==> config.mk <==
export PLATFORM = sky130hd
export DESIGN_NAME = tdf_bitstream_field_reader_top
export DESIGN_NICKNAME = d
export VERILOG_FILES = /design/src/design/tbfr_pkg.sv /design/src/design/tbfr_ram.sv /design/src/design/tbfr_group_unit.sv /design/src/design/tdf_bitstream_field_reader_top.sv
export SDC_FILE = /design/constraint.sdc
export NUM_CORES = 1
export LEC_CHECK = 0
export BUFFER_PORTS_ARGS = -buffer_cell sky130_fd_sc_hd__buf_2
export CELL_PAD_IN_SITES_DETAIL_PLACEMENT = 2
export CELL_PAD_IN_SITES_GLOBAL_PLACEMENT = 2
export CORE_MARGIN = 2
export CORE_UTILIZATION = 45
export DETAILED_ROUTE_END_ITERATION = 10
export PLACE_DENSITY = 0.86
export SYNTH_ARGS = -nofsm -noshare
export SYNTH_HDL_FRONTEND = slang
export SYNTH_HIERARCHICAL = 1
export SYNTH_SLANG_ARGS = --single-unit
==> constraint.sdc <==
create_clock -name clk -period 11.28 [get_ports clk]
set_input_delay 3.384 -clock clk [delete_from_list [all_inputs] [get_ports clk]]
set_output_delay 3.384 -clock clk [all_outputs]
set_load 0.02 [all_outputs]
==> src/design/tbfr_pkg.sv <==
// Shared types, codes and defaults for the TDF bitstream field reader.
`timescale 1ns / 1ps

package tbfr_pkg;

  localparam int BUFFER_BYTES_DEF = 16;
  localparam int VALUE_W          = 32;
  localparam int TDF_GROUP_BITS   = 4;

  // Operation codes carried in the op field
  typedef enum logic [2:0] {
    OP_PUSH       = 3'd0,
    OP_READ_FIXED = 3'd1,
    OP_READ_EXT   = 3'd2,
    OP_READ_TDF   = 3'd3,
    OP_ALIGN      = 3'd4,
    OP_CLEAR      = 3'd5
  } op_t;

  // Result status codes
  localparam logic [1:0] ST_OK      = 2'd0;
  localparam logic [1:0] ST_NO_DATA = 2'd1;
  localparam logic [1:0] ST_FULL    = 2'd2;

  // Group decode modes of the shared group unit
  typedef enum logic [1:0] {
    GRP_FIXED = 2'd0,
    GRP_EXT   = 2'd1,
    GRP_TDF   = 2'd2
  } grp_mode_t;

  typedef struct packed {
    logic [2:0] op;
    logic [7:0] data_byte;
    logic [5:0] field_width;
  } in_item_t;

  typedef struct packed {
    logic [VALUE_W-1:0] value;
    logic [1:0]         status;
    logic [7:0]         bits_available;
  } out_item_t;

  // Sequencer to group unit
  typedef struct packed {
    logic      start;
    logic      shift;
    logic      bit_in;
    grp_mode_t mode;
    logic [5:0] width;
  } grp_ctl_t;

  // Group unit to sequencer
  typedef struct packed {
    logic               done;
    logic [VALUE_W-1:0] value;
  } grp_sts_t;

endpackage

==> src/design/tbfr_ram.sv <==
// Generic single-write, single-read RAM with registered read data.
`timescale 1ns / 1ps

module tbfr_ram #(
  parameter int WIDTH = 8,
  parameter int DEPTH = 16
) (
  input  logic                     clk,
  input  logic                     wr_en,
  input  logic [$clog2(DEPTH)-1:0] wr_addr,
  input  logic [WIDTH-1:0]         wr_data,
  input  logic                     rd_en,
  input  logic [$clog2(DEPTH)-1:0] rd_addr,
  output logic [WIDTH-1:0]         rd_data
);

  logic [WIDTH-1:0] mem_r [DEPTH];
  logic [WIDTH-1:0] rd_data_r;

  always_ff @(posedge clk) begin
    if (wr_en) begin
      mem_r[wr_addr] <= wr_data;
    end
    if (rd_en) begin
      rd_data_r <= mem_r[rd_addr];
    end
  end

  assign rd_data = rd_data_r;

endmodule

==> src/design/tbfr_group_unit.sv <==
// Shared bit-serial group unit: collects bits into groups and folds them into the value.
`timescale 1ns / 1ps

module tbfr_group_unit (
  input  logic               clk,
  input  logic               rst_n,
  input  tbfr_pkg::grp_ctl_t ctl,
  output tbfr_pkg::grp_sts_t sts
);

  logic [tbfr_pkg::VALUE_W-1:0] grp_r, grp_nxt;
  logic [tbfr_pkg::VALUE_W-1:0] acc_r, acc_nxt;
  logic [tbfr_pkg::VALUE_W-1:0] step_r, step_nxt;
  logic [5:0]                   cnt_r, cnt_nxt;
  logic [5:0]                   len_r, len_nxt;
  tbfr_pkg::grp_mode_t          mode_r, mode_nxt;

  logic [5:0]                   width_eff;
  logic [tbfr_pkg::VALUE_W-1:0] grp_new;
  logic [5:0]                   cnt_new;
  logic                         last;
  logic [tbfr_pkg::VALUE_W-1:0] ext_addend;
  logic [tbfr_pkg::VALUE_W-1:0] fold_value;
  logic                         fold_done;

  // Clamp the field width into 1..32
  always_comb begin
    if (ctl.width == 6'd0) begin
      width_eff = 6'd1;
    end else if (ctl.width > 6'd32) begin
      width_eff = 6'd32;
    end else begin
      width_eff = ctl.width;
    end
  end

  assign grp_new    = {grp_r[tbfr_pkg::VALUE_W-2:0], ctl.bit_in};
  assign cnt_new    = cnt_r + 6'd1;
  assign last       = (cnt_new == len_r);
  assign ext_addend = (grp_new == '0) ? step_r : grp_new;

  always_comb begin
    case (mode_r)
      tbfr_pkg::GRP_FIXED: begin
        fold_value = grp_new;
        fold_done  = last;
      end
      tbfr_pkg::GRP_EXT: begin
        fold_value = acc_r + ext_addend;
        fold_done  = last && (grp_new != '0);
      end
      tbfr_pkg::GRP_TDF: begin
        fold_value = {acc_r[tbfr_pkg::VALUE_W-4:0], grp_new[2:0]};
        fold_done  = last && grp_new[3];
      end
      default: begin
        fold_value = grp_new;
        fold_done  = last;
      end
    endcase
  end

  always_comb begin
    grp_nxt  = grp_r;
    acc_nxt  = acc_r;
    step_nxt = step_r;
    cnt_nxt  = cnt_r;
    len_nxt  = len_r;
    mode_nxt = mode_r;
    if (ctl.start) begin
      grp_nxt  = '0;
      acc_nxt  = '0;
      cnt_nxt  = '0;
      mode_nxt = ctl.mode;
      step_nxt = {tbfr_pkg::VALUE_W{1'b1}} >> (6'd32 - width_eff);
      len_nxt  = (ctl.mode == tbfr_pkg::GRP_TDF) ? 6'(tbfr_pkg::TDF_GROUP_BITS) : width_eff;
    end else if (ctl.shift) begin
      if (last) begin
        grp_nxt = '0;
        cnt_nxt = '0;
        acc_nxt = fold_value;
      end else begin
        grp_nxt = grp_new;
        cnt_nxt = cnt_new;
      end
    end
  end

  always_ff @(posedge clk) begin
    if (!rst_n) begin
      cnt_r  <= '0;
      mode_r <= tbfr_pkg::GRP_FIXED;
    end else begin
      cnt_r  <= cnt_nxt;
      mode_r <= mode_nxt;
    end
    grp_r  <= grp_nxt;
    acc_r  <= acc_nxt;
    step_r <= step_nxt;
    len_r  <= len_nxt;
  end

  assign sts.done  = ctl.shift && fold_done;
  assign sts.value = fold_value;

endmodule

==> src/design/tdf_bitstream_field_reader_top.sv <==
// Top level of the TDF bitstream field reader: byte ring, bit cursor and sequencer.
// Push, align, clear and unused codes go from accept straight to the result state; reads
// shift one bit per cycle through the shared group unit, with one RAM read and load per
// byte entered (S_FETCH, S_LOAD), before the result state hands the result to out_valid.
// Throughput: one transaction at a time; in_stall is high from accept until the result moves
// to the output register, which may still hold an earlier result. Synchronous active-low reset
// clears pointers, counts and handshake state; the byte ring holds no reset value.
`timescale 1ns / 1ps

module tdf_bitstream_field_reader_top #(
  parameter int BUFFER_BYTES = tbfr_pkg::BUFFER_BYTES_DEF
) (
  input  logic                clk,
  input  logic                rst_n,
  input  logic                in_valid,
  output logic                in_stall,
  input  tbfr_pkg::in_item_t  in_data,
  output logic                out_valid,
  input  logic                out_stall,
  output tbfr_pkg::out_item_t out_data
);

  localparam int AW  = $clog2(BUFFER_BYTES);      // byte index width
  localparam int PW  = AW + 3;                    // bit pointer width
  localparam int HW  = $clog2(BUFFER_BYTES + 1);  // bytes held width
  localparam int AVW = HW + 3;                    // unread bit count width

  localparam logic [AW-1:0] BYTE_LAST = AW'(BUFFER_BYTES - 1);
  localparam logic [PW-1:0] RING_LAST = PW'(BUFFER_BYTES * 8 - 1);
  localparam logic [HW-1:0] HELD_FULL = HW'(BUFFER_BYTES);

  typedef enum logic [2:0] {
    S_IDLE,
    S_FETCH,
    S_LOAD,
    S_BIT,
    S_DONE
  } state_t;

  // Architectural reader state
  state_t                       state_r, state_nxt;
  logic [PW-1:0]                rbp_r, rbp_nxt;
  logic [AW-1:0]                wptr_r, wptr_nxt;
  logic [HW-1:0]                held_r, held_nxt;
  // Working cursor of the read in flight
  logic [PW-1:0]                cur_pos_r, cur_pos_nxt;
  logic [AVW-1:0]               cur_avail_r, cur_avail_nxt;
  logic [7:0]                   byte_r, byte_nxt;
  // Pending result
  logic [tbfr_pkg::VALUE_W-1:0] res_value_r, res_value_nxt;
  logic [1:0]                   res_status_r, res_status_nxt;
  logic                         out_valid_r, out_valid_nxt;
  tbfr_pkg::out_item_t          out_data_r, out_data_nxt;

  logic                         in_accept;
  logic [AVW-1:0]               unread;
  logic [AVW+7:0]               unread_ext;
  logic [7:0]                   bits_sat;
  logic [AW-1:0]                rbyte_step;
  logic [AW-1:0]                wptr_step;
  logic [PW-1:0]                pos_step;
  logic [AVW-1:0]               avail_dec;
  logic [AVW-1:0]               commit_bits;
  logic                         cur_bit;
  tbfr_pkg::grp_mode_t          grp_mode;
  tbfr_pkg::grp_ctl_t           grp_ctl;
  tbfr_pkg::grp_sts_t           grp_sts;
  logic                         ram_wr_en;
  logic                         ram_rd_en;
  logic [7:0]                   ram_rd_data;

  assign in_stall  = (state_r != S_IDLE);
  assign in_accept = in_valid && !in_stall;

  // Unread bits: whole held bytes less the consumed head of a partly read byte
  assign unread     = {held_r, 3'b000} - AVW'(rbp_r[2:0]);
  assign unread_ext = {8'b0, unread};
  assign bits_sat   = (unread_ext > (AVW + 8)'(255)) ? 8'hFF : unread_ext[7:0];

  // Ring wraps; the depth need not be a power of two
  assign rbyte_step = (rbp_r[PW-1:3] == BYTE_LAST) ? '0 : rbp_r[PW-1:3] + 1'b1;
  assign wptr_step  = (wptr_r == BYTE_LAST) ? '0 : wptr_r + 1'b1;
  assign pos_step   = (cur_pos_r == RING_LAST) ? '0 : cur_pos_r + 1'b1;
  assign avail_dec  = cur_avail_r - 1'b1;
  assign commit_bits = avail_dec + AVW'(pos_step[2:0]);

  // MSB first within each byte
  assign cur_bit = byte_r[~cur_pos_r[2:0]];

  always_comb begin
    case (in_data.op)
      tbfr_pkg::OP_READ_EXT: grp_mode = tbfr_pkg::GRP_EXT;
      tbfr_pkg::OP_READ_TDF: grp_mode = tbfr_pkg::GRP_TDF;
      default:               grp_mode = tbfr_pkg::GRP_FIXED;
    endcase
  end

  always_comb begin
    state_nxt      = state_r;
    rbp_nxt        = rbp_r;
    wptr_nxt       = wptr_r;
    held_nxt       = held_r;
    cur_pos_nxt    = cur_pos_r;
    cur_avail_nxt  = cur_avail_r;
    byte_nxt       = byte_r;
    res_value_nxt  = res_value_r;
    res_status_nxt = res_status_r;
    out_valid_nxt  = out_valid_r;
    out_data_nxt   = out_data_r;
    ram_wr_en      = 1'b0;
    ram_rd_en      = 1'b0;
    grp_ctl        = '0;
    grp_ctl.mode   = grp_mode;
    grp_ctl.width  = in_data.field_width;
    grp_ctl.bit_in = cur_bit;

    // Drop the output transaction once taken
    if (out_valid_r && !out_stall) begin
      out_valid_nxt = 1'b0;
    end

    case (state_r)
      S_IDLE: begin
        if (in_accept) begin
          res_value_nxt  = '0;
          res_status_nxt = tbfr_pkg::ST_OK;
          state_nxt      = S_DONE;
          case (in_data.op)
            tbfr_pkg::OP_PUSH: begin
              if (held_r >= HELD_FULL) begin
                res_status_nxt = tbfr_pkg::ST_FULL;
              end else begin
                ram_wr_en = 1'b1;
                wptr_nxt  = wptr_step;
                held_nxt  = held_r + 1'b1;
              end
            end
            tbfr_pkg::OP_READ_FIXED, tbfr_pkg::OP_READ_EXT, tbfr_pkg::OP_READ_TDF: begin
              grp_ctl.start = 1'b1;
              cur_pos_nxt   = rbp_r;
              cur_avail_nxt = unread;
              state_nxt     = S_FETCH;
            end
            tbfr_pkg::OP_ALIGN: begin
              // Drop the rest of a partly read byte
              if (rbp_r[2:0] != 3'b000) begin
                rbp_nxt  = {rbyte_step, 3'b000};
                held_nxt = held_r - 1'b1;
              end
            end
            tbfr_pkg::OP_CLEAR: begin
              rbp_nxt  = '0;
              wptr_nxt = '0;
              held_nxt = '0;
            end
            default: begin
            end
          endcase
        end
      end
      S_FETCH: begin
        ram_rd_en = 1'b1;
        state_nxt = S_LOAD;
      end
      S_LOAD: begin
        byte_nxt  = ram_rd_data;
        state_nxt = S_BIT;
      end
      S_BIT: begin
        if (cur_avail_r == '0) begin
          // Out of data: leave the committed pointers untouched
          res_value_nxt  = '0;
          res_status_nxt = tbfr_pkg::ST_NO_DATA;
          state_nxt      = S_DONE;
        end else begin
          grp_ctl.shift = 1'b1;
          cur_pos_nxt   = pos_step;
          cur_avail_nxt = avail_dec;
          if (grp_sts.done) begin
            res_value_nxt = grp_sts.value;
            rbp_nxt       = pos_step;
            held_nxt      = commit_bits[AVW-1:3];
            state_nxt     = S_DONE;
          end else if (pos_step[2:0] == 3'b000) begin
            state_nxt = S_FETCH;
          end
        end
      end
      S_DONE: begin
        // Hold until the output register is free
        if (!out_valid_r || !out_stall) begin
          out_valid_nxt               = 1'b1;
          out_data_nxt.value          = res_value_r;
          out_data_nxt.status         = res_status_r;
          out_data_nxt.bits_available = bits_sat;
          state_nxt                   = S_IDLE;
        end
      end
      default: begin
        state_nxt = S_IDLE;
      end
    endcase
  end

  always_ff @(posedge clk) begin
    if (!rst_n) begin
      state_r     <= S_IDLE;
      rbp_r       <= '0;
      wptr_r      <= '0;
      held_r      <= '0;
      out_valid_r <= 1'b0;
    end else begin
      state_r     <= state_nxt;
      rbp_r       <= rbp_nxt;
      wptr_r      <= wptr_nxt;
      held_r      <= held_nxt;
      out_valid_r <= out_valid_nxt;
    end
    cur_pos_r    <= cur_pos_nxt;
    cur_avail_r  <= cur_avail_nxt;
    byte_r       <= byte_nxt;
    res_value_r  <= res_value_nxt;
    res_status_r <= res_status_nxt;
    out_data_r   <= out_data_nxt;
  end

  tbfr_ram #(
    .WIDTH (8),
    .DEPTH (BUFFER_BYTES)
  ) u_ring (
    .clk     (clk),
    .wr_en   (ram_wr_en),
    .wr_addr (wptr_r),
    .wr_data (in_data.data_byte),
    .rd_en   (ram_rd_en),
    .rd_addr (cur_pos_r[PW-1:3]),
    .rd_data (ram_rd_data)
  );

  tbfr_group_unit u_group (
    .clk   (clk),
    .rst_n (rst_n),
    .ctl   (grp_ctl),
    .sts   (grp_sts)
  );

  assign out_valid = out_valid_r;
  assign out_data  = out_data_r;

`ifndef SYNTHESIS
  a_held_bound: assert property (@(posedge clk) disable iff (!rst_n)
    held_r <= HELD_FULL)
    else $error("bytes held exceeds ring depth");

  a_partial_byte_held: assert property (@(posedge clk) disable iff (!rst_n)
    (rbp_r[2:0] != 3'b000) |-> (held_r != '0))
    else $error("partly read byte with no bytes held");

  a_out_from_done: assert property (@(posedge clk) disable iff (!rst_n)
    $rose(out_valid_r) |-> ($past(state_r) == S_DONE))
    else $error("output transaction raised outside result state");

  a_accept_busy: assert property (@(posedge clk) disable iff (!rst_n)
    in_accept |=> (state_r != S_IDLE))
    else $error("accepted transaction left the sequencer idle");
`endif

endmodule

==> impl_metrics.tcl, run 1 <==
set metrics [dict create \
    globalplace.congestion 0.841 \
    antenna_found_initial 1 \
    multi_input_area_um2 6940 \
    critPathArrivalTime_ps 5920 \
    seqPwrFrac_pct 47.5 \
    rr_worst_depth 17 \
    cts_made_buffers 39 \
    vias 12562 \
    hold_viol_final 0 \
    grt_pass1_vias 13758 \
    pwr-share-clk_pct 40.3 \
    syn_area_per_cell_um2 11.8 \
    rsz0062_at_grt "no" \
    worstPathCellList "buf_2 > nor2_1 > nor4b_2 > buf_4 > or3b_2 > nor3_1" \
    min_delay_path_depth 0 \
    synth.distinct_cells 89 \
    power.leakage_nw 7.22 \
    clock-sinks 364 \
    hold_path_class "flip-flop to flip-flop" \
    synth_enable_flop_cells 273 \
    crit_path_top_delay_cell "nor3_1" \
    setup_tns_ps 0 \
    drv_slew 0 \
    finish.utilization_pct 50.7 \
    routed_wirelength_um 55600 \
    start_util_pct 45.4 \
    nFillCells 3660 \
    r2r-start "cur_pos_r[0]" \
    peakVddDrop_mv 0.133 \
    fmax_ghz 0.175 \
    layout-drive-gt1-share_pct 12.8 \
    status "completed" \
    globalRouteTotalUtil_pct 27.7 \
    synth_area_leaders "edfxtp_1 47%, dfxtp_1 10%, ha_1 3.9%, nand2_1 3.7%, a21oi_1 3.2%" \
    yosysMostFrequentCell "edfxtp_1" \
    die_y_um 201 \
    timing.final.ws_setup_ps 5550 \
    grt.overflow.total 0 \
    worst_pin_slew_ps 1310 \
    critPathMaxFanout 9 \
    ys.flop_type "edfxtp_1" \
    finClkSkew_ps 30.3 \
    period_minus_slack_ps 5730 \
    relSlewSlack_pct 12.2 \
    grt_max_degree 86 \
    viasPerCell 6.05 \
    synth_common_cells "273 x edfxtp_1, 170 x nand2_1, 111 x a21oi_1" \
    port_buffers 64 \
    p_sw_share_pct 26.3 \
    root_buffer "clkbuf_16" \
    cts_tree "yes" \
    final_nets 1603 \
    async_reset_ff_share_pct 0 \
    synth_nets 1553 \
    drc 0 \
    clockBufferDepth 3 \
    seq_area_um2 10000 \
    pre_cts_ws_ps 5060 \
    io_pins 65 \
    cap_violations 0 \
    power_density_nw_per_um2 166 \
    fp.coreArea_um2 38500 \
    switching_power_uw 851 \
    syn_inst 1476 \
    yosysSeqAreaShare_pct 57.4 \
    synth_area_um2 17500 \
    hold_end "out_data[30]" \
    ys_seq_elements 364 \
    worstHoldStart "res_value_r[20]" \
    fp.dieW_um 201 \
    fp-row-count 72 \
    startpoint_type "primary input" \
    synth_top_cell_area_share_pct 47.0 \
    die_area_um2 40400 \
    r2r-end "res_value_r[23]" \
    r2r_slack_ps 5690 \
    drt_iter0_markers 945 \
    post_drt_wl_per_cell_um 26.8 \
    ys_warn_count 6 \
    critPathKind "primary input to flip-flop" \
    clk_pin_slew_ps 60 \
    htreeDepth 2 \
    slowest_delay_ps 880 \
    setup_viol 0 \
    yosys.area.top_type "edfxtp_1" \
    worstPathRequired_ps 11470 \
    crit_path_end_kind "flip-flop" \
    postCtsSetupRepairBufs 0 \
    p_int_mw 2.39 \
    antenna_left 0 \
    clk_latency_ps 580 \
    cts_hold_buf 0 \
    postCtsResizedCells 0 \
    areaGrowthSynthToFinish_pct 11.7 \
    grt_pass1_wl_um 85400 \
    firstDrtPassIters 5 \
    dpl.hpwl_um 37400 \
    fin_crit_sh_pct 50.8 \
    pwr-share-comb_pct 12.3 \
]
## per-layer routing
metal / GRT usage [%] / vias up / wire length (µm)
met5: 0 / - / 0
met4: 9.05 / 0 / 1670
met3: 4.89 / 96 / 2700
met2: 46.7 / 375 / 27100
met1: 36.3 / 6514 / 24100
li1: - / 5577 / -
## stage by stage
stage | hold WS, ps | instance area [µm²] | total power, mW | cells
floorplan | 400 | 17500 | 1.82 | 1476
global placement | 401 | 18200 | 1.92 | 2002
detailed placement | 408 | 18200 | 1.95 | 2002
CTS | 424 | 19500 | 3.26 | 2074
global route | 430 | 19500 | 3.35 | 2076
finish | 420 | 19500 | 3.24 | 2076
## cell usage in the layout, fill, tap and decap left out, drive strengths merged, types with 4 or more instances in the layout
cell type	synthesis	routed
nor3b	13	13
nand2	170	170
a22oi	20	20
clkbuf	47	53
o21ai	48	48
mux2i	8	8
nor3	24	24
or3	5	5
and2	43	43
nand4	12	12
o41ai	4	4
o31ai	6	6
clkinv	1	16
a21oi	117	117
edfxtp	273	273
xor2	19	19
inv	40	41
buf	22	80
a2111oi	4	4
nor2b	20	20
nor4	13	13
and3	12	12
mux4	34	34
o21bai	8	8
nand2b	15	15
a211oi	10	10
a21o	46	46
o21a	12	12
dfxtp	91	91
nor2	112	112
o221ai	10	10
nand3b	7	7
a221oi	10	10
xnor2	38	38
bufinv	0	4
o22ai	4	4
a31oi	11	11
nand3	49	49
ha	54	54
## registers in the layout (all words and copies together), names as in the netlist, 7 cells and up
register        cells
u_ring/mem_r      128
u_ring/rd_data      8
u_group/step_r     32
out_data           42
res_value_r        32
cur_pos_r           7
u_group/grp_r      31
byte_r              8
rbp_r               7
u_group/acc_r      32
cur_avail_r         8
## area by class of cell
cell class	instances	area share (%)
Inverter	41	0.789
Multi-Input combinational cell	999	35.6
Sequential cell	364	51.4
Timing Repair Buffer	81	2.28
Clock inverter	20	1.22
Antenna cell	1	0.0128
Clock buffer	52	5.36
Tap cell	518	3.32
## power by group through the flow
stage / Sequential (mW) / Clock (mW) / Combinational, mW
floorplan: 1.57 / 0 / 0.253
global placement: 1.56 / 0 / 0.357
detailed placement: 1.56 / 0 / 0.384
CTS: 1.54 / 1.33 / 0.394
global route: 1.54 / 1.38 / 0.426
finish: 1.54 / 1.30 / 0.397
## logic make-up (layout without fill, tap and decap cells)
group                      count (synthesis)  count (layout)  share of synthesized area [%]
and+or+nand+nor                          507             507                           14.0
DFF                                      364             364                           57.4
AOI/OAI and AO/OA                        334             334                           13.2
buffers and inverters                    113             194                           3.04
xor gates and xnor gates                  58              58                           2.99
adders and majority gates                 56              56                           4.10
muxes                                     43              43                           5.21
other                                      1               2                         0.0215
## critical path: cells and delay by family
family	cells	cell delay [ps]
buf+inv	2	400
simple gates	4	2120
## worst max path at each step
stage	startpoint	to	slack, ps
floorplan	in_data[16]	u_group/acc_r[10]	3880
global placement	in_data[14]	u_ring/mem_r[0][2]	5250
detailed placement	in_data[14]	u_ring/mem_r[12][3]	5060
CTS	in_data[14]	u_ring/mem_r[12][3]	5580
global route	cur_pos_r[0]	res_value_r[23]	5310
finish	in_data[14]	u_ring/mem_r[0][5]	5550
No activity file was read; power rests on OpenSTA's default activity.
==> inputs of run 2 (changes only) <==
--- a/config.mk
+++ b/config.mk
@@ -5,13 +5,14 @@
 export SDC_FILE = /design/constraint.sdc
 export NUM_CORES = 1
 export LEC_CHECK = 0
+export ABC_AREA = 1
 export BUFFER_PORTS_ARGS = -buffer_cell sky130_fd_sc_hd__buf_2
 export CELL_PAD_IN_SITES_DETAIL_PLACEMENT = 2
 export CELL_PAD_IN_SITES_GLOBAL_PLACEMENT = 2
 export CORE_MARGIN = 2
-export CORE_UTILIZATION = 45
+export CORE_UTILIZATION = 35
 export DETAILED_ROUTE_END_ITERATION = 10
-export PLACE_DENSITY = 0.86
+export PLACE_DENSITY = 0.8
 export SYNTH_ARGS = -nofsm -noshare
 export SYNTH_HDL_FRONTEND = slang
 export SYNTH_HIERARCHICAL = 1
==> constraint.sdc (replaced) <==
create_clock -name clk -period 4.7 [get_ports clk]
set_input_delay 1.41 -clock clk [delete_from_list [all_inputs] [get_ports clk]]
set_output_delay 1.41 -clock clk [all_outputs]
set_load 0.02 [all_outputs]
==> run 2 against run 1 <==
  * Worst hold slack worse by 12 ps
  * Non-clock buffer count grew 9
  * Clock power increased to 2.6 times the previous value
  * Wire length up 16%
  * Global-route usage decreased by 4.5 points
  * Register-to-register slack got worse by 5400 ps
  * Clock skew up 0.69 ps
  * Sequential share of layout area decreased by 4.6 points
  * Sequential power grew to 2.9 times the previous value
  * Final cell count rose by 48%
  * Die area is 39% higher
  * Critical endpoint is now res_value_r[14]
  * Largest cell class unchanged
  * Flip-flop and latch count is the same
  * Critical path type is now flip-flop to flip-flop
==> impl_metrics.tcl, run 2 <==
set metrics [dict create \
    grtUsageMet1_pct 28.7 \
    final_common_cell "nand2_1" \
    io_pins 65 \
    start_util_pct 35.3 \
    synth_common_cells "686 x nand2_1, 349 x inv_1, 273 x edfxtp_1" \
    antenna_left 0 \
    die_area_um2 56000 \
    critPathArrivalTime_ps 4720 \
    globalRouteTotalUtil_pct 23.2 \
    drc 0 \
    yosys.area.top_type "edfxtp_1" \
    drt_iter0_markers 819 \
    fp.dieW_um 237 \
    period_minus_slack_ps 4390 \
    ys_warn_count 6 \
    clock-sinks 364 \
    hold_path_class "flip-flop to flip-flop" \
    post_drt_wl_per_cell_um 20.9 \
    slowest_delay_ps 490 \
    pre_cts_ws_ps 211 \
    timing.final.ws_setup_ps 309 \
    drv_slew 0 \
    port_buffers 64 \
    fp-row-count 85 \
    synth.distinct_cells 57 \
    diodes 0 \
    antenna_found_initial 1 \
    relSlewSlack_pct 9.58 \
    dpl.hpwl_um 46200 \
    final_cell_mix "684 x nand2_1, 349 x inv_1, 273 x edfxtp_1" \
    worstPathRequired_ps 5030 \
    hold_viol_final 0 \
    grt.met3_usage_pct 2.82 \
    clk_pin_slew_ps 60 \
    async_reset_ff_share_pct 0 \
    syn_area_per_cell_um2 8.34 \
    ys_seq_elements 364 \
    ys.flop_type "edfxtp_1" \
    setup_viol 0 \
    yosysMostFrequentCell "nand2_1" \
    die_y_um 237 \
    htreeDepth 2 \
    critPathMaxFanout 12 \
    areaGrowthSynthToFinish_pct 13.0 \
    yosysSeqAreaShare_pct 52.9 \
    setup_tns_ps 0 \
    clockBufferDepth 3 \
    regMostFlops "u_ring/mem_r" \
    pwr-share-comb_pct 38.5 \
    fin_crit_sh_pct 93.4 \
    switching_power_mw 5.31 \
    cap_violations 0 \
    vias 15731 \
    worst_pin_slew_ps 1350 \
    critPathKind "flip-flop to flip-flop" \
    synth_top_cell_area_share_pct 43.3 \
    power.leakage_nw 9.42 \
    pwr-share-clk_pct 26.5 \
    routed_wirelength_um 64200 \
    root_buffer "clkbuf_16" \
    globalplace.congestion 0.862 \
    place_inst 2988 \
    grt_pass1_vias 17395 \
    cts_made_buffers 43 \
    crit_path_end_kind "flip-flop" \
    power_density_nw_per_um2 596 \
    crit_path_frequent_cell "nand2_1" \
    synth_area_leaders "edfxtp_1 43%, nand2_1 14%, dfxtp_1 9.6%, inv_1 6.9%, nand3_1 4.8%" \
    peakVddDrop_mv 0.323 \
    layout-drive-gt1-share_pct 9.44 \
    finClkSkew_ps 31.0 \
    seqPwrFrac_pct 34.9 \
    busiest_layer "met2" \
    viasPerCell 5.12 \
    synth_nets 2349 \
    crit_path_top_delay_cell "edfxtp_1" \
    grt_max_degree 78 \
    p_sw_share_pct 41.6 \
    largest_reg_flops 128 \
    fmax_ghz 0.228 \
    synth_area_um2 19000 \
    clk_latency_ps 610 \
    syn_inst 2272 \
    synth_enable_flop_cells 273 \
    worstPathCellList "inv_1 > nor2_1 > o32ai_1 > mux2_2 > nor2_1 > nand2_1 > nor2_1 > nand2_1 > nor2_4 > buf_4 > nand2_1 > nand2_1 > ha_1 > a21oi_1 > o21ai_1 > a21oi_1 > nand2_1 > or2_2 > nand3_1 > nand2_1 > o21ai_0 > inv_1 > inv_1 > nor2_1" \
    grt_pass1_wl_um 100000 \
    firstDrtPassIters 5 \
    fp.coreArea_um2 53700 \
    grt_use_met2_pct 42.1 \
    status "completed" \
    final_nets 2416 \
    fin_cells 3070 \
    cts_tree "yes" \
    nFillCells 6048 \
    grt.overflow.total 0 \
    startpoint_type "flip-flop" \
    p_int_mw 7.46 \
]
## run 2: cell types whose count changed in the layout (fill, tap and decap cells not counted), moves of 35 or more
cell     previous run  this run
a21oi_1           109       150
inv_1              39       349
and2_1             43         2
nor2_1            108       190
xnor2_1            38         3
nand2_1           170       684
nand3_1            48       180
a21o_1             46         2
## run 2: cell type report
type,instances,area (µm²),share of cell area (%)
flip-flops and latches,364,10000,46.8
multi-input cells,1482,7230,33.8
well taps,696,871,4.07
clock inverters,28,288,1.34
repair buffers,90,515,2.41
inverters,358,1350,6.31
clock buffers,52,1140,5.32
## run 2: final timing paths
check | startpoint | endpoint | slack [ps] | cells after the start
setup / recovery | cur_pos_r[0] | res_value_r[14] | 310 | 24
hold / removal | u_ring/rd_data[4] | byte_r[4] | 410 | 0
setup reg to reg | cur_pos_r[0] | res_value_r[14] | 310 | 24
hold reg to reg | u_ring/rd_data[4] | byte_r[4] | 410 | 0
## run 2: power groups by stage
| stage | clock (mW) | combinational, mW | sequential (mW) |
|---|---|---|---|
| floorplan | 0 | 3.10 | 4.58 |
| global placement | 0 | 4.63 | 4.48 |
| detailed placement | 0 | 4.88 | 4.53 |
| CTS | 3.47 | 4.93 | 4.47 |
| global route | 3.60 | 5.45 | 4.51 |
| finish | 3.39 | 4.92 | 4.46 |
## run 2: metal layers
| layer | share of wire (%) | vias up |
|---|---|---|
| li1 | - | 7449 |
| met1 | 44 | 7963 |
| met2 | 51 | 233 |
| met3 | 3.0 | 84 |
| met4 | 2.2 | 2 |
| met5 | 0.017 | - |
## run 2: cell families after synthesis
kind of cell    after synthesis  share of synthesized area [%]
simple gates               1134                           25.3
buf+inv                     426                           9.25
flops                       364                           52.9
compound gates              270                           7.71
fa+ha+maj                    56                           3.78
xor+xnor                     20                           1.00
other cells                   1                         0.0198
mux                           1                         0.0594
## run 2: through the flow
step                      utilization (%)  area [µm²]  hold WS, ps  total power [mW]
after floorplan                         -       19000          400              7.68
after detailed placement             37.2       20000          406              9.41
after global routing                 39.9       21400          417              13.6
after CTS                            39.8       21400          412              12.9
final                                39.9       21400          408              12.8
after global placement               37.2       20000          401              9.11
## run 2: timing repair
| item | 4_1_cts | 5_1_grt |
|---|---|---|
| resized for setup | 0 | 8 |
| setup buffers | 0 | 2 |
| setup endpoints to repair | 0 | 31 |
| hold endpoints to repair | 0 | 0 |
| hold buffers | 0 | 0 |
## run 2: worst max-delay path, delay by kind of cell, from the launching register on
kind | cells | cell delay, ps
AOI/OAI and AO/OA | 5 | 820
adders and majority gates | 1 | 280
buffers and inverters | 4 | 490
DFF | 1 | 490
muxes | 1 | 320
and+or+nand+nor | 13 | 1720
==> inputs of run 3 (changes only) <==
--- a/config.mk
+++ b/config.mk
@@ -12,6 +12,7 @@
 export CORE_MARGIN = 2
 export CORE_UTILIZATION = 35
 export DETAILED_ROUTE_END_ITERATION = 10
+export GPL_TIMING_DRIVEN = 0
 export PLACE_DENSITY = 0.8
 export SYNTH_ARGS = -nofsm -noshare
 export SYNTH_HDL_FRONTEND = slang
==> run 3 against run 2 <==
  * Non-clock buffer count up 54
  * Cell area up 2.0%
  * First-iteration DRC count down 20%
  * Largest power group unchanged
==> impl_metrics.tcl, run 3 (synthesis gave the netlist of run 2 again) <==
set metrics [dict create \
    grt_pass1_vias 17624 \
    io_pins 65 \
    crit_path_frequent_cell "nand2_1" \
    cts_made_buffers 44 \
    critPathKind "flip-flop to flip-flop" \
    slowest_delay_ps 420 \
    setup_viol 0 \
    clk_pin_slew_ps 60 \
    fp.coreArea_um2 53700 \
    die_area_um2 56000 \
    final_common_cell "nand2_1" \
    globalplace.congestion 0.857 \
    critPathMaxFanout 10 \
    diodes 0 \
    placed_area_um2 20300 \
    crit_path_top_delay_cell "edfxtp_1" \
    r2r_slack_ps 290 \
    period_minus_slack_ps 4410 \
    drt_iter0_markers 658 \
    relSlewSlack_pct 16.6 \
    peakVddDrop_mv 0.310 \
    fin_cells 3126 \
    finClkSkew_ps 26.8 \
    cts_tree "yes" \
    setup_tns_ps 0 \
    cap_violations 0 \
    vias 15956 \
    r2r-start "cur_pos_r[0]" \
    viasPerCell 5.10 \
    pre_cts_ws_ps -985 \
    root_buffer "clkbuf_16" \
    drv_slew 0 \
    clk_latency_ps 600 \
    firstDrtPassIters 5 \
    post_drt_wl_per_cell_um 21.2 \
    antenna_found_initial 0 \
    grt.overflow.total 0 \
    fp-row-count 85 \
    antenna_left 0 \
    min_delay_path_depth 0 \
    routed_wirelength_um 66300 \
    die_y_um 237 \
    hold_path_class "flip-flop to flip-flop" \
    globalRouteTotalUtil_pct 23.7 \
    power.leakage_nw 9.58 \
    status "completed" \
    clock-sinks 364 \
    critPathArrivalTime_ps 4840 \
    fin_crit_sh_pct 93.8 \
    htreeDepth 2 \
    grt_max_degree 32 \
    areaGrowthSynthToFinish_pct 15.2 \
    timing.final.ws_setup_ps 292 \
    hold_end "out_data[13]" \
    finish.instance_area_um2 21800 \
    worstPathRequired_ps 5130 \
    worstHoldStart "res_value_r[3]" \
    port_buffers 64 \
    drc 0 \
    grt_pass1_wl_um 102000 \
    fp.dieW_um 237 \
    dpl.hpwl_um 50300 \
    layout-drive-gt1-share_pct 11.0 \
    rr_worst_depth 28 \
    fmax_ghz 0.227 \
    largest_reg_flops 128 \
    final_nets 2471 \
    rsz0062_at_grt "yes" \
    power_density_nw_per_um2 606 \
    regMostFlops "u_ring/mem_r" \
    worst_pin_slew_ps 1240 \
    startpoint_type "flip-flop" \
    r2r-end "res_value_r[21]" \
    place_inst 3037 \
    crit_path_end_kind "flip-flop" \
    final_cell_mix "671 x nand2_1, 349 x inv_1, 273 x edfxtp_1" \
    hold_viol_final 0 \
    nFillCells 5989 \
    start_util_pct 35.3 \
    clockBufferDepth 3 \
]
-- run 3: what timing repair did --
action / CTS / global route
setup endpoints to repair: 58 / 36
setup buffers: 5 / 2
resized for setup: 18 / 33
cloned: 0 / 0
hold buffers: 0 / 0
pin swaps: 1 / 3
-- run 3: area by class of cell --
| class | count | area, µm² | share of cell area (%) |
|---|---|---|---|
| flip-flops and latches | 364 | 10000 | 45.9 |
| repair buffers | 76 | 465 | 2.13 |
| inverters | 358 | 1350 | 6.19 |
| multi-input cells | 1482 | 7310 | 33.5 |
| clock inverters | 28 | 263 | 1.20 |
| plain buffers | 68 | 427 | 1.95 |
| well taps | 696 | 871 | 3.99 |
| clock buffers | 54 | 1140 | 5.21 |
-- run 3: per-layer routing --
metal / GRT usage, % / part of all wire [%] / wire length [µm]
met1: 30.1 / 44 / 29000
met2: 42.7 / 51 / 33600
met3: 2.37 / 3.0 / 2020
met4: 7.00 / 2.5 / 1640
met5: 0 / 0 / 0
-- run 3: stage by stage --
step | hold slack, ps | total power, mW | utilization (%)
6_report | 417 | 13.2 | 40.7
5_1_grt | 421 | 14.0 | 40.7
4_1_cts | 418 | 13.3 | 40.5
3_5_place_dp | 406 | 9.68 | 37.7
3_3_place_gp | 401 | 9.30 | 37.5
2_1_floorplan | 400 | 7.68 | -
-- run 3: report_power, final --
part	switching (mW)	leakage [nW]	internal [mW]
clock network	1.43	0.678	1.91
logic	3.85	5.66	1.60
registers	0.286	3.25	4.17
total	5.57	9.58	7.68
-- run 3: worst max-delay path by stage --
stage / cells past startpoint / start / to
2_1_floorplan: 12 / u_group/cnt_r[0] / res_value_r[0]
3_3_place_gp: 14 / cur_pos_r[0] / res_value_r[28]
3_5_place_dp: 28 / cur_pos_r[0] / res_value_r[22]
4_1_cts: 28 / cur_pos_r[0] / res_value_r[31]
5_1_grt: 29 / cur_pos_r[0] / res_value_r[19]
6_report: 28 / cur_pos_r[0] / res_value_r[21]
-- run 3: critical path: cells and delay by family, from the launching register on --
kind                       cells  cell delay, ps
DFF                            1             420
adders and majority gates      1             310
buffers and inverters          5             600
AOI/OAI and AO/OA              3             460
and+or+nand+nor               18            2110
muxes                          1             320
